===== src/rtl/sfr_pkg.sv =====
package sfr_pkg;

	// Frame geometry
	localparam int FRAME_BYTES = 25;
	localparam int CHANNELS    = 16;
	localparam int CH_BITS     = 11;
	localparam int DATA_BITS   = CHANNELS * CH_BITS;
	localparam int FLAG_BYTE   = 23;
	localparam int COUNT_W     = 5;
	localparam int CH_IDX_W    = 4;

	localparam logic [7:0] START_MARK = 8'h0F;
	localparam logic [7:0] END_MARK   = 8'h00;

	localparam logic [COUNT_W-1:0] COUNT_FULL     = COUNT_W'(FRAME_BYTES);
	localparam logic [COUNT_W-1:0] COUNT_OVERLONG = COUNT_W'(FRAME_BYTES + 1);

	// Channel scaling: (raw - 172) * 1000 / 1639, truncated toward zero.
	// Division by 1639 is a multiply by ceil(2^32 / 1639); for products
	// below 2^21 the quotient is exact.
	localparam logic signed [11:0] RAW_OFFSET  = 12'sd172;
	localparam logic [9:0]         SCALE_NUM   = 10'd1000;
	localparam logic [21:0]        RECIP       = 22'd2620481;
	localparam int                 RECIP_SHIFT = 32;

	// Configuration defaults and register indexes
	localparam logic [15:0] MAX_GAP_RESET = 16'd150;
	localparam logic [15:0] TIMEOUT_RESET = 16'd250;
	localparam logic        REG_MAX_GAP   = 1'b0;
	localparam logic        REG_TIMEOUT   = 1'b1;

	// Input action codes
	localparam logic ACT_BYTE = 1'b0;
	localparam logic ACT_TICK = 1'b1;

	typedef enum logic [1:0] {
		LINK_IDLE     = 2'd0,
		LINK_RUNNING  = 2'd1,
		LINK_FAILSAFE = 2'd2
	} link_status_t;

	typedef enum logic {
		KIND_CHANNEL  = 1'b0,
		KIND_FAILSAFE = 1'b1
	} result_kind_t;

	typedef struct packed {
		logic        we;
		logic        index;
		logic [15:0] data;
	} cfg_wr_t;

	typedef struct packed {
		logic        action;
		logic [7:0]  data_byte;
		logic [15:0] gap_us;
	} item_t;

	typedef struct packed {
		logic                kind;
		logic [3:0]          channel_index;
		logic signed [11:0]  channel_value;
		logic                digital_a;
		logic                digital_b;
		logic                frame_lost;
		logic                failsafe_bit;
		logic [1:0]          link_status;
		logic                last;
	} result_t;

	// Work handed from the front end to the channel engine
	typedef struct packed {
		result_kind_t         kind;
		logic [DATA_BITS-1:0] data;
		logic [3:0]           flags;
		link_status_t         status;
	} sfr_entry_t;

endpackage


===== src/rtl/sfr_stream_if.sv =====
interface sfr_stream_if #(
	parameter type payload_t = logic
) ();

	logic     valid;
	logic     ready;
	payload_t payload;

	modport source (output valid, output payload, input ready);
	modport sink (input valid, input payload, output ready);

endinterface


===== src/rtl/sfr_front.sv =====
module sfr_front (
	input  logic            clk,
	input  logic            arst_n,
	input  sfr_pkg::cfg_wr_t cfg,
	sfr_stream_if.sink      items,
	sfr_stream_if.source    entries
);

	logic [7:0]                  burst_q [sfr_pkg::FRAME_BYTES];
	logic [sfr_pkg::COUNT_W-1:0] count_q;
	logic [15:0]                 elapsed_q;
	sfr_pkg::link_status_t       status_q;
	logic [15:0]                 max_gap_q;
	logic [15:0]                 timeout_q;

	logic                        accept;
	logic                        is_tick;
	logic [15:0]                 elapsed_inc;
	logic                        fs_trip;
	logic                        new_burst;
	logic                        frame_ok;
	logic                        do_frame;
	logic                        good_frame;
	logic [3:0]                  flags;
	logic [sfr_pkg::COUNT_W-1:0] wr_idx;
	logic                        wr_en;
	sfr_pkg::sfr_entry_t         entry;

	// Classify the item against the current burst and link state
	always_comb begin
		accept      = items.valid && items.ready;
		is_tick     = (items.payload.action == sfr_pkg::ACT_TICK);
		elapsed_inc = (elapsed_q != 16'hFFFF) ? elapsed_q + 16'd1 : elapsed_q;
		fs_trip     = (status_q == sfr_pkg::LINK_RUNNING) && (elapsed_inc > timeout_q);
		new_burst   = items.payload.gap_us > max_gap_q;
		frame_ok    = (count_q == sfr_pkg::COUNT_FULL)
			&& (burst_q[0] == sfr_pkg::START_MARK)
			&& (burst_q[sfr_pkg::FRAME_BYTES-1] == sfr_pkg::END_MARK);
		do_frame    = !is_tick && new_burst && frame_ok;
		flags       = burst_q[sfr_pkg::FLAG_BYTE][3:0];
		good_frame  = !flags[3];
		wr_idx      = new_burst ? '0 : count_q;
		wr_en       = accept && !is_tick && (wr_idx < sfr_pkg::COUNT_FULL);
	end

	// Queue entry: channel bits are bytes 1..22 as one little-endian word
	always_comb begin
		entry = '0;
		if (is_tick) begin
			entry.kind   = sfr_pkg::KIND_FAILSAFE;
			entry.status = sfr_pkg::LINK_FAILSAFE;
		end else begin
			entry.kind   = sfr_pkg::KIND_CHANNEL;
			entry.flags  = flags;
			entry.status = good_frame ? sfr_pkg::LINK_RUNNING : status_q;
			for (int i = 0; i < sfr_pkg::DATA_BITS / 8; i++) begin
				entry.data[i*8 +: 8] = burst_q[i+1];
			end
		end
	end

	assign items.ready     = entries.ready;
	assign entries.valid   = items.valid && (is_tick ? fs_trip : do_frame);
	assign entries.payload = entry;

	// Burst byte store, written in arrival order
	always_ff @(posedge clk) begin
		for (int i = 0; i < sfr_pkg::FRAME_BYTES; i++) begin
			if (wr_en && (wr_idx == sfr_pkg::COUNT_W'(i))) begin
				burst_q[i] <= items.payload.data_byte;
			end
		end
	end

	// Burst count, link status, timeout counter and configuration
	always_ff @(posedge clk or negedge arst_n) begin
		if (!arst_n) begin
			count_q   <= '0;
			elapsed_q <= '0;
			status_q  <= sfr_pkg::LINK_IDLE;
			max_gap_q <= sfr_pkg::MAX_GAP_RESET;
			timeout_q <= sfr_pkg::TIMEOUT_RESET;
		end else begin
			if (cfg.we) begin
				case (cfg.index)
					sfr_pkg::REG_MAX_GAP: max_gap_q <= cfg.data;
					sfr_pkg::REG_TIMEOUT: timeout_q <= cfg.data;
					default: ;
				endcase
			end
			if (accept) begin
				if (is_tick) begin
					elapsed_q <= elapsed_inc;
					if (fs_trip) begin
						status_q <= sfr_pkg::LINK_FAILSAFE;
					end
				end else begin
					if (do_frame && good_frame) begin
						elapsed_q <= '0;
						status_q  <= sfr_pkg::LINK_RUNNING;
					end
					// overlong bursts park at one past a full frame
					count_q <= (wr_idx < sfr_pkg::COUNT_FULL) ? wr_idx + 1'b1
						: sfr_pkg::COUNT_OVERLONG;
				end
			end
		end
	end

endmodule


===== src/rtl/sfr_queue.sv =====
module sfr_queue #(
	parameter int DEPTH = 2
) (
	input  logic         clk,
	input  logic         arst_n,
	sfr_stream_if.sink   wr,
	sfr_stream_if.source rd
);

	localparam int PTR_W = (DEPTH > 1) ? $clog2(DEPTH) : 1;
	localparam int CNT_W = $clog2(DEPTH + 1);

	sfr_pkg::sfr_entry_t mem_q [DEPTH];
	logic [PTR_W-1:0]    wr_ptr_q;
	logic [PTR_W-1:0]    rd_ptr_q;
	logic [CNT_W-1:0]    count_q;
	logic                push;
	logic                pop;

	assign wr.ready   = (count_q != CNT_W'(DEPTH));
	assign rd.valid   = (count_q != '0);
	assign rd.payload = mem_q[rd_ptr_q];
	assign push       = wr.valid && wr.ready;
	assign pop        = rd.valid && rd.ready;

	always_ff @(posedge clk) begin
		if (push) begin
			mem_q[wr_ptr_q] <= wr.payload;
		end
	end

	// Pointers wrap at DEPTH; count tracks occupancy
	always_ff @(posedge clk or negedge arst_n) begin
		if (!arst_n) begin
			wr_ptr_q <= '0;
			rd_ptr_q <= '0;
			count_q  <= '0;
		end else begin
			if (push) begin
				wr_ptr_q <= (wr_ptr_q == PTR_W'(DEPTH - 1)) ? '0 : wr_ptr_q + 1'b1;
			end
			if (pop) begin
				rd_ptr_q <= (rd_ptr_q == PTR_W'(DEPTH - 1)) ? '0 : rd_ptr_q + 1'b1;
			end
			count_q <= count_q + CNT_W'(push) - CNT_W'(pop);
		end
	end

endmodule


===== src/rtl/sfr_back.sv =====
module sfr_back (
	input  logic         clk,
	input  logic         arst_n,
	sfr_stream_if.sink   entries,
	sfr_stream_if.source results
);

	typedef struct packed {
		logic       kind;
		logic [3:0] ch;
		logic [3:0] flags;
		logic [1:0] status;
		logic       last;
	} meta_t;

	logic [sfr_pkg::CH_IDX_W-1:0] ch_q;
	logic                         adv;
	logic                         issue;
	logic                         entry_last;
	logic [10:0]                  chans [sfr_pkg::CHANNELS];
	logic [10:0]                  raw;
	logic signed [11:0]           diff;
	logic [10:0]                  mag_abs;
	logic [20:0]                  mag;
	logic                         neg;
	meta_t                        meta;
	logic [42:0]                  prod;

	logic                         v_s1, v_s2, v_s3;
	logic [20:0]                  mag_s1;
	logic                         neg_s1, neg_s2;
	meta_t                        meta_s1, meta_s2, meta_s3;
	logic [10:0]                  quo_s2;
	logic signed [11:0]           value_s3;

	// Whole pipeline advances together unless the output is held
	assign adv        = !v_s3 || results.ready;
	assign issue      = adv && entries.valid;
	assign entry_last = (entries.payload.kind == sfr_pkg::KIND_FAILSAFE)
		|| (ch_q == sfr_pkg::CH_IDX_W'(sfr_pkg::CHANNELS - 1));
	assign entries.ready = adv && entry_last;

	// Channel select, offset removal, scaling by 1000 and the s2 reciprocal product
	always_comb begin
		for (int i = 0; i < sfr_pkg::CHANNELS; i++) begin
			chans[i] = entries.payload.data[i*sfr_pkg::CH_BITS +: sfr_pkg::CH_BITS];
		end
		raw     = chans[ch_q];
		diff    = $signed({1'b0, raw}) - sfr_pkg::RAW_OFFSET;
		mag_abs = diff[11] ? 11'(-diff) : diff[10:0];
		if (entries.payload.kind == sfr_pkg::KIND_FAILSAFE) begin
			mag = '0;
			neg = 1'b0;
		end else begin
			mag = 21'(mag_abs) * 21'(sfr_pkg::SCALE_NUM);
			neg = diff[11];
		end
		meta.kind   = entries.payload.kind;
		meta.ch     = (entries.payload.kind == sfr_pkg::KIND_FAILSAFE) ? '0 : ch_q;
		meta.flags  = entries.payload.flags;
		meta.status = entries.payload.status;
		meta.last   = entry_last;
		prod        = 43'(mag_s1) * 43'(sfr_pkg::RECIP);
	end

	// Channel counter within the head entry and stage valid bits
	always_ff @(posedge clk or negedge arst_n) begin
		if (!arst_n) begin
			ch_q <= '0;
			v_s1 <= 1'b0;
			v_s2 <= 1'b0;
			v_s3 <= 1'b0;
		end else if (adv) begin
			if (issue) begin
				ch_q <= entry_last ? '0 : ch_q + 1'b1;
			end
			v_s1 <= issue;
			v_s2 <= v_s1;
			v_s3 <= v_s2;
		end
	end

	// s1: scaled magnitude, s2: reciprocal multiply, s3: sign and output
	always_ff @(posedge clk) begin
		if (adv) begin
			mag_s1   <= mag;
			neg_s1   <= neg;
			meta_s1  <= meta;
			quo_s2   <= prod[sfr_pkg::RECIP_SHIFT +: 11];
			neg_s2   <= neg_s1;
			meta_s2  <= meta_s1;
			value_s3 <= neg_s2 ? -$signed({1'b0, quo_s2}) : $signed({1'b0, quo_s2});
			meta_s3  <= meta_s2;
		end
	end

	assign results.valid                 = v_s3;
	assign results.payload.kind          = meta_s3.kind;
	assign results.payload.channel_index = meta_s3.ch;
	assign results.payload.channel_value = value_s3;
	assign results.payload.digital_a     = meta_s3.flags[0];
	assign results.payload.digital_b     = meta_s3.flags[1];
	assign results.payload.frame_lost    = meta_s3.flags[2];
	assign results.payload.failsafe_bit  = meta_s3.flags[3];
	assign results.payload.link_status   = meta_s3.status;
	assign results.payload.last          = meta_s3.last;

endmodule


===== src/rtl/sbus_frame_receiver.sv =====
// An item's first result passes the entry queue and the s1, s2 and s3 registers.
// Throughput: one input item per cycle while the entry queue has room; the channel
// engine emits one result per cycle unless the output is held, 16 per decoded frame.
// Reset (arst_n, async, active low): burst count, timeout counter, link status (idle),
// queue and pipeline cleared; max_gap_us = 150, failsafe_timeout_ms = 250.
module sbus_frame_receiver #(
	parameter int QUEUE_DEPTH = 2
) (
	input  logic        clk,
	input  logic        arst_n,
	input  logic        write_en,
	input  logic        reg_index,
	input  logic [15:0] write_data,
	sfr_stream_if.sink   items,
	sfr_stream_if.source results
);

	sfr_pkg::cfg_wr_t cfg;

	sfr_stream_if #(.payload_t(sfr_pkg::sfr_entry_t)) fq ();
	sfr_stream_if #(.payload_t(sfr_pkg::sfr_entry_t)) qb ();

	assign cfg.we    = write_en;
	assign cfg.index = reg_index;
	assign cfg.data  = write_data;

	sfr_front u_front (
		.clk     (clk),
		.arst_n  (arst_n),
		.cfg     (cfg),
		.items   (items),
		.entries (fq)
	);

	sfr_queue #(.DEPTH(QUEUE_DEPTH)) u_queue (
		.clk    (clk),
		.arst_n (arst_n),
		.wr     (fq),
		.rd     (qb)
	);

	sfr_back u_back (
		.clk     (clk),
		.arst_n  (arst_n),
		.entries (qb),
		.results (results)
	);

	// Results of one frame leave back to back with rising channel index
	a_frame_contiguous: assert property (@(posedge clk) disable iff (!arst_n)
		results.valid && results.ready && !results.payload.last |=> results.valid)
		else $error("frame results not contiguous");

	a_frame_order: assert property (@(posedge clk) disable iff (!arst_n)
		results.valid && results.ready && !results.payload.last
		|=> results.payload.channel_index == $past(results.payload.channel_index) + 4'd1)
		else $error("channel index out of order");

	// A queue entry only comes from an accepted item of the matching action
	a_entry_source: assert property (@(posedge clk) disable iff (!arst_n)
		fq.valid && fq.ready |-> items.valid && items.ready
		&& ((fq.payload.kind == sfr_pkg::KIND_FAILSAFE)
		== (items.payload.action == sfr_pkg::ACT_TICK)))
		else $error("queue entry without matching item");

endmodule


===== src/flat_wrapper.sv =====
// flat-port wrapper written by rule: the top's interface ports become plain ports
module sbus_frame_receiver_flat 
#(
	parameter int QUEUE_DEPTH = 2
)
  (clk, arst_n, write_en, reg_index, write_data, items_valid, items_payload, items_ready, results_valid, results_payload, results_ready);
  sfr_stream_if #(.payload_t(sfr_pkg::item_t)) items_i ();
  sfr_stream_if #(.payload_t(sfr_pkg::result_t)) results_i ();
  input  logic clk;
  input  logic arst_n;
  input  logic write_en;
  input  logic reg_index;
  input  logic [15:0] write_data;
  input wire logic [$bits(items_i.valid)-1:0] items_valid;
  input wire logic [$bits(items_i.payload)-1:0] items_payload;
  output wire logic [$bits(items_i.ready)-1:0] items_ready;
  output wire logic [$bits(results_i.valid)-1:0] results_valid;
  output wire logic [$bits(results_i.payload)-1:0] results_payload;
  input wire logic [$bits(results_i.ready)-1:0] results_ready;
  assign items_i.valid = items_valid;
  assign items_i.payload = items_payload;
  assign items_ready = items_i.ready;
  assign results_valid = results_i.valid;
  assign results_payload = results_i.payload;
  assign results_i.ready = results_ready;
  sbus_frame_receiver #(.QUEUE_DEPTH(QUEUE_DEPTH)) u_core (.clk(clk), .arst_n(arst_n), .write_en(write_en), .reg_index(reg_index), .write_data(write_data), .items(items_i), .results(results_i));
endmodule

===== config.mk =====
export PLATFORM = sky130hd
export DESIGN_NAME = sbus_frame_receiver_flat
export DESIGN_NICKNAME = d
export VERILOG_FILES = /design/src/rtl/sfr_pkg.sv /design/src/rtl/sfr_stream_if.sv /design/src/rtl/sfr_front.sv /design/src/rtl/sfr_queue.sv /design/src/rtl/sfr_back.sv /design/src/rtl/sbus_frame_receiver.sv /design/src/flat_wrapper.sv
export SDC_FILE = /design/constraint.sdc
export NUM_CORES = 1
export LEC_CHECK = 0
export BUFFER_PORTS_ARGS = -buffer_cell sky130_fd_sc_hd__buf_2
export CAP_MARGIN = 25
export CORE_MARGIN = 2
export CORE_UTILIZATION = 55
export DETAILED_ROUTE_END_ITERATION = 16
export GPL_ROUTABILITY_DRIVEN = 1
export PLACE_DENSITY = 0.71
export SLEW_MARGIN = 40
export SYNTH_ARGS = -nofsm -noshare
export SYNTH_HDL_FRONTEND = slang
export SYNTH_SLANG_ARGS = --single-unit

===== constraint.sdc =====
create_clock -name clk -period 33.1 [get_ports clk]
set_input_delay 4.965 -clock clk [delete_from_list [all_inputs] [get_ports clk]]
set_output_delay 4.965 -clock clk [all_outputs]
set_load 0.05 [all_outputs]

==> results.cfg, run 1 <==
[route]
drtIter0Drc = 1695
routedWlPerCell_um = 21.3
totalWireLength_um = 70400
vias = 18683
dr.pass1.iters = 7
ant_nets = 0
viasPerCell = 5.66
drc = 0

[yosys]
netlist_area_um2 = 35200
synth-edff-count = 641
syn_avg_cell_area_um2 = 15.3
yosys-top-cells-area = edfxtp_1 (55%), ha_1 (8.9%), fa_1 (7.6%)
yosys.area_share.simple_pct = 7.40
synthXorXnorAreaFrac_pct = 1.81
async_flop_share_pct = 9.34
ys_types = 76
synth.area.mux_share_pct = 7.34
ys.warnings.count = 0
synth_compound_area_share_pct = 4.08
synth_nets = 2724
postSynthCellCount = 2294
yosys_register_bits = 707
synthFlopType = edfxtp_1
yosysTopAreaCell = edfxtp_1
synth_top_family_by_area = adder cells
ys_seq_area_share_pct = 59.4
synthDominantCellAreaShare_pct = 54.7
synthAdderAreaFrac_pct = 16.5

[critical_path]
startpoint = u_core.u_queue.rd_ptr_q$_DFFE_PN0P_
worstPathMaxFanout = 31
end_kind = register
crit_arrival_ps = 8910
critPathKind = register to register
r2r_slack_ps = 24520
rr_startpoint = u_core.u_queue.rd_ptr_q$_DFFE_PN0P_
crit_required_ps = 33430
start_kind = register

[min_path]
hold_path.startpoint = u_core.u_back.meta_s2[3]$_DFFE_PN_
hp-class = register to register

[floorplanning]
pin_count = 73
initial_core_util_pct = 55.7
fp.dieW_um = 257
die_h_um = 257
dieArea_um2 = 66000
core_area_um2 = 63200
rows = 92

[timing]
setup_viol_count_final = 0
period_minus_slack_ps = 8580
setup_tns_ps = 0
slew_violations = 0
finClkSkew_ps = 29.4
hold_viol_final = 0
slew_headroom_pct = 40.2
max_freq_mhz = 117
period_share_pct = 25.9
worstMarginPinSlew_ps = 897
rsz0062_at_grt = false

[global_route]
first_global_vias = 19441
gr-total-overflow = 0
grt_usage_pct = 21.7
grt_pass1_wl_um = 110000
antenna_found_initial = 0
grt_max_degree = 104

[power_and_ir_drop]
power_w = 0.00254
p_per_area_nw_per_um2 = 64.9
irDropWorstVdd_mv = 0.0637
p_leak_nw = 15.2

[clocking]
cts.sinks = 707
ctsHoldBuffers = 0
postCtsSetupBuffers = 0
cts_buffer_depth = 3
clkTransAtPathRegs_ps = 60
cts_resized = 0
numCtsBuffers = 72
cts_max_level = 3
root_buffer = clkbuf_16
clk_latency_ps = 600
cts_tree = yes

[status]
status = finished, final reports clean

[finish]
fin_cells = 3301
register_area_um2 = 20900
fillers = 4587
syn_to_final_growth_pct = 11.3
final_common_cell = edfxtp_1
drive_above_1_share_pct = 15.4
multi_input_area_um2 = 13100
final_nets = 2828
layout_common_cells = edfxtp_1 (641), ha_1 (250), inv_1 (220)
antenna_cells = 0

[place]
placed_cells = 3169
detailed_place_hpwl_um = 46100
gp_congestion = 0.871
portBuffers = 72

[flow_run]
maxCapViolations = 0
-- Yosys cell counts, types with 42 or more instances --
master    count
edfxtp_1    641
ha_1        250
inv_1       222
nor2b_1     196
fa_1        133
mux4_2       87
nand2_1      80
nor2_1       72
dfrtp_1      56
o21ai_0      52
a21oi_1      48
xnor2_1      47
clkbuf_1     42
-- routing by layer --
| metal | part of all wire [%] | GRT usage (%) | up-vias |
|---|---|---|---|
| met5 | 0 | 0 | - |
| met4 | 2.2 | 6.20 | 0 |
| met3 | 5.5 | 3.53 | 120 |
| met2 | 51 | 37.2 | 491 |
| met1 | 41 | 28.8 | 9503 |
| li1 | - | - | 8569 |
-- cell families (layout without fill, tap and decap cells) --
logic type      Yosys count  count (layout)
compound gates          219             219
xor+xnor                 72              72
fa+ha+maj               383             383
buf+inv                 294             455
flops                   707             707
mux                     144             144
simple gates            475             475
-- through the flow --
stage	utilization, %	hold slack (ps)	area, um2	setup WS (ps)
detailed placement	57.9	405	36600	24070
global placement	57.7	403	36400	23040
CTS	62.0	418	39200	24330
finish	62.0	417	39200	24520
floorplan	-	400	35200	17940
global route	62.0	422	39200	23850
-- worst max-delay path, cell delays in order, from the launching register on --
cell and delay, ps:
dfrtp_4 830, buf_4 530, mux4_2 590, mux2i_1 260, mux2i_1 180, a21oi_1 660, o211ai_1 200, a21oi_2 560
and2_4 270, xor2_2 350, inv_2 70, fa_1 490, fa_1 510, fa_1 510, fa_1 540, inv_1 40
ha_1 350, a21o_1 200, a31o_2 220, a41oi_1 290, a21oi_1 160, a31oi_1 220, xnor2_1 140, nor2_1 50
-- registers in the layout, indices dropped and copies added, names as in the netlist --
signal and count:
u_core.u_back.neg_s2 1, u_core.u_front.burst_q 196, u_core.u_front.timeout_q 16, u_core.u_queue.count_q 2
u_core.u_back.meta_s2 12, u_core.u_front.status_q 2, u_core.u_back.meta_s1 12, u_core.u_queue.rd_ptr_q 1
u_core.u_front.count_q 5, u_core.u_back.neg_s1 1, u_core.u_front.max_gap_q 16, u_core.u_back.v_s2 1
u_core.u_front.elapsed_q 16, u_core.u_back.results.valid 1, u_core.u_back.v_s1 1, u_core.u_back.results.payload 12
u_core.u_back.quo_s2 11, u_core.u_queue.wr_ptr_q 1, u_core.u_back.value_s3 12, u_core.u_back.mag_s1 18
u_core.u_queue.mem_q 366, u_core.u_back.ch_q 4
-- power breakdown --
group / total, W / switching, W / internal (W)
Combinational: 0.000647 / 0.000366 / 0.000281
Sequential: 0.00104 / 0.0000230 / 0.00102
Clock: 0.000855 / 0.000333 / 0.000522
-- cell type report --
class	instances	share of cell area, %
well taps	846	2.70
repair buffers	101	1.84
clock inverters	43	1.40
flip-flops and latches	707	53.4
multi-input cells	1293	33.5
clock buffers	88	5.07
inverters	223	2.14
-- worst paths after layout --
check                                                                   to  cells after the start
worst min register to register  u_core.u_back.results.payload[6]$_DFFE_PN_                      0
worst min-delay path            u_core.u_back.results.payload[6]$_DFFE_PN_                      0
min in group asynchronous         u_core.u_front.max_gap_q[14]$_DFFE_PN0P_                      2
worst max-delay path                u_core.u_back.mag_s1[20]$_SDFFCE_PP0N_                     23
worst max register to register      u_core.u_back.mag_s1[20]$_SDFFCE_PP0N_                     23
max in group asynchronous                u_core.u_back.ch_q[0]$_DFFE_PN0P_                      2
(Power assumes the default switching activity.)
==> run 2, diff against run 1 <==
--- a/config.mk
+++ b/config.mk
@@ -11,7 +11,7 @@
 export CORE_UTILIZATION = 55
 export DETAILED_ROUTE_END_ITERATION = 16
 export GPL_ROUTABILITY_DRIVEN = 1
-export PLACE_DENSITY = 0.71
+export PLACE_DENSITY = 0.74
 export SLEW_MARGIN = 40
 export SYNTH_ARGS = -nofsm -noshare
 export SYNTH_HDL_FRONTEND = slang
==> constraint.sdc (replaced) <==
create_clock -name clk -period 7.66 [get_ports clk]
set_input_delay 1.149 -clock clk [delete_from_list [all_inputs] [get_ports clk]]
set_output_delay 1.149 -clock clk [all_outputs]
set_load 0.05 [all_outputs]
==> run 2 against run 1 <==
Via count grew 1.9%. Final cell count grew 1.3%. Total power grew to 4.3 times the previous value. Clock-buffer cell count grew 7. Non-clock buffer count grew 40. Fmax grew 17%. Sequential power grew to 4.3 times the previous value. Design area grew 0.70%. Critical endpoint unchanged. Largest cell class unchanged.
==> results.cfg, run 2 (synthesis results as in run 1) <==
[status]
status = finished, final reports clean

[timing]
setup_viol_count_final = 0
slew_headroom_pct = 44.2
worstMarginPinSlew_ps = 836
finClkSkew_ps = 34.4
rsz0062_at_grt = true
period_share_pct = 95.8
period_minus_slack_ps = 7330
max_freq_mhz = 136
hold_viol_final = 0
slew_violations = 0
hold_slack_ps = 416

[critical_path]
start_kind = register
endpoint = u_core.u_back.mag_s1[20]$_SDFFCE_PP0N_
end_kind = register
reg2reg_depth = 24
cp_common_cell = fa_1
crit_required_ps = 7990
r2r-end = u_core.u_back.mag_s1[20]$_SDFFCE_PP0N_
rr_startpoint = u_core.u_queue.rd_ptr_q$_DFFE_PN0P_
slowest_stage = fa_1
r2r_slack_ps = 330
critPathKind = register to register
startpoint = u_core.u_queue.rd_ptr_q$_DFFE_PN0P_
slowest_delay_ps = 550
cp_cell_sequence = buf_12 > mux4_2 > mux4_2 > nor2_1 > o22ai_1 > or2_1 > a21oi_4 > buf_4 > nand2_1 > xnor2_1 > inv_1 > fa_1 > fa_1 > fa_1 > fa_1 > inv_1 > ha_1 > a21o_1 > a31o_2 > a41oi_1 > a21oi_1 > a31oi_1 > xnor2_1 > nor2_1
crit_arrival_ps = 7670
worstPathMaxFanout = 22

[route]
drtIter0Drc = 1615
vias = 19041
routedWlPerCell_um = 21.5
totalWireLength_um = 71800
ant_nets = 0
drc = 0
dr.pass1.iters = 7
viasPerCell = 5.70

[power_and_ir_drop]
p_switching_w = 0.00321
switching_share_pct = 29.2
comb_power_share_pct = 25.9
p_clk_share_pct = 33.2
power_w = 0.0110
irDropWorstVdd_mv = 0.304
p_per_area_nw_per_um2 = 278
p_int_w = 0.00777
sequentialPowerShare_pct = 40.9
p_leak_nw = 15.4

[place]
gp_congestion = 0.863
detailed_place_hpwl_um = 47800
postPlaceCellArea_um2 = 36900
portBuffers = 72

[clocking]
cts_buffer_depth = 3
clkTransAtPathRegs_ps = 60
cts_max_level = 3
root_buffer = clkbuf_16
cts_tree = yes
clk_latency_ps = 630
numCtsBuffers = 73
cts.sinks = 707

[floorplanning]
dieArea_um2 = 66000
rows = 92
core_area_um2 = 63200
pin_count = 73
die_h_um = 257
initial_core_util_pct = 55.7
fp.dieW_um = 257

[finish]
fin_area_um2 = 39500
largest_reg_flops = 366
final_common_cell = edfxtp_1
reg_top3 = u_core.u_queue.mem_q (366), u_core.u_front.burst_q (196), u_core.u_back.mag_s1 (18)
final_nets = 2869
top_register = u_core.u_queue.mem_q
fin_util_pct = 62.4
syn_to_final_growth_pct = 12.1
drive_above_1_share_pct = 16.7
layout_common_cells = edfxtp_1 (641), ha_1 (249), inv_1 (221)
antenna_cells = 0

[global_route]
grt_usage_pct = 22.2
grt_max_degree = 96
first_global_vias = 20050
gr-total-overflow = 0
grt_pass1_wl_um = 112000
antenna_found_initial = 0

[min_path]
hp-class = register to register

[flow_run]
maxCapViolations = 0
-- run 2: changes by cell type in the layout (fill, tap and decap cells not counted), moves of 2 or more --
cell | before | now
clkbuf_1 | 7 | 16
buf_12 | 2 | 9
buf_4 | 16 | 56
o41ai_2 | 0 | 2
clkinv_2 | 11 | 7
buf_16 | 4 | 0
clkinv_1 | 13 | 8
bufinv_16 | 12 | 8
clkbuf_8 | 7 | 4
inv_6 | 2 | 6
buf_6 | 6 | 4
a21oi_1 | 47 | 45
inv_16 | 0 | 3
-- run 2: per-layer routing --
layer / GRT usage, % / up-vias / share of wire [%]
met2: 37.6 / 585 / 50
met1: 29.6 / 9687 / 41
met5: 0 / - / 0
met3: 3.80 / 126 / 6.2
met4: 6.98 / 0 / 2.7
li1: - / 8643 / -
-- run 2: power by group through the flow --
stage          sequential (W)  clock [W]  combinational [W]
2_1_floorplan         0.00460          0            0.00208
3_3_place_gp          0.00456          0            0.00275
3_5_place_dp          0.00456          0            0.00283
4_1_cts               0.00448    0.00371            0.00290
5_1_grt               0.00450    0.00385            0.00333
6_report              0.00449    0.00365            0.00284
-- run 2: cell type report --
type / count / area, um2
clock inverters: 38 / 504
repair buffers: 141 / 1020
flip-flops and latches: 707 / 20900
fillers: 4481 / 23700
multi-input cells: 1293 / 13100
clock buffers: 95 / 1990
inverters: 223 / 838
well taps: 846 / 1060
-- run 2: metrics by stage --
step	setup slack, ps	setup TNS, ps	cells
floorplan	-1050	-384450	2294
global placement	276	0	3205
detailed placement	137	0	3205
CTS	126	0	3338
global route	-28.4	-44.5	3343
finish	325	0	3343
-- run 2: how the worst min path moves through the flow --
stage               slack, ps                                          to                                   start  depth (start not counted)
finish                    420          u_core.u_back.meta_s2[6]$_DFFE_PN_      u_core.u_back.meta_s1[6]$_DFFE_PN_                          0
global route              430  u_core.u_back.results.payload[1]$_DFFE_PN_      u_core.u_back.meta_s2[1]$_DFFE_PN_                          0
CTS                       420  u_core.u_back.results.payload[6]$_DFFE_PN_      u_core.u_back.meta_s2[3]$_DFFE_PN_                          0
detailed placement        400  u_core.u_back.results.payload[6]$_DFFE_PN_      u_core.u_back.meta_s2[3]$_DFFE_PN_                          0
global placement          410          u_core.u_back.meta_s2[8]$_DFFE_PN_  u_core.u_back.meta_s1[8]$_SDFFCE_PP0N_                          0
floorplan                 400          u_core.u_back.meta_s2[0]$_DFFE_PN_      u_core.u_back.meta_s1[0]$_DFFE_PN_                          0
-- run 2: critical path: cells and delay by family, from the launching register on --
| kind | cells | cell delay (ps) |
|---|---|---|
| buf+inv | 4 | 560 |
| mux | 2 | 990 |
| simple gates | 4 | 690 |
| xor+xnor | 2 | 310 |
| fa+ha+maj | 5 | 2490 |
| flops | 1 | 520 |
| compound gates | 7 | 1480 |
-- run 2: what timing repair did --
action	CTS	global route
endpoints found under the setup margin	0	5
gates resized for setup	0	7
hold buffers	0	0
setup buffers	0	4
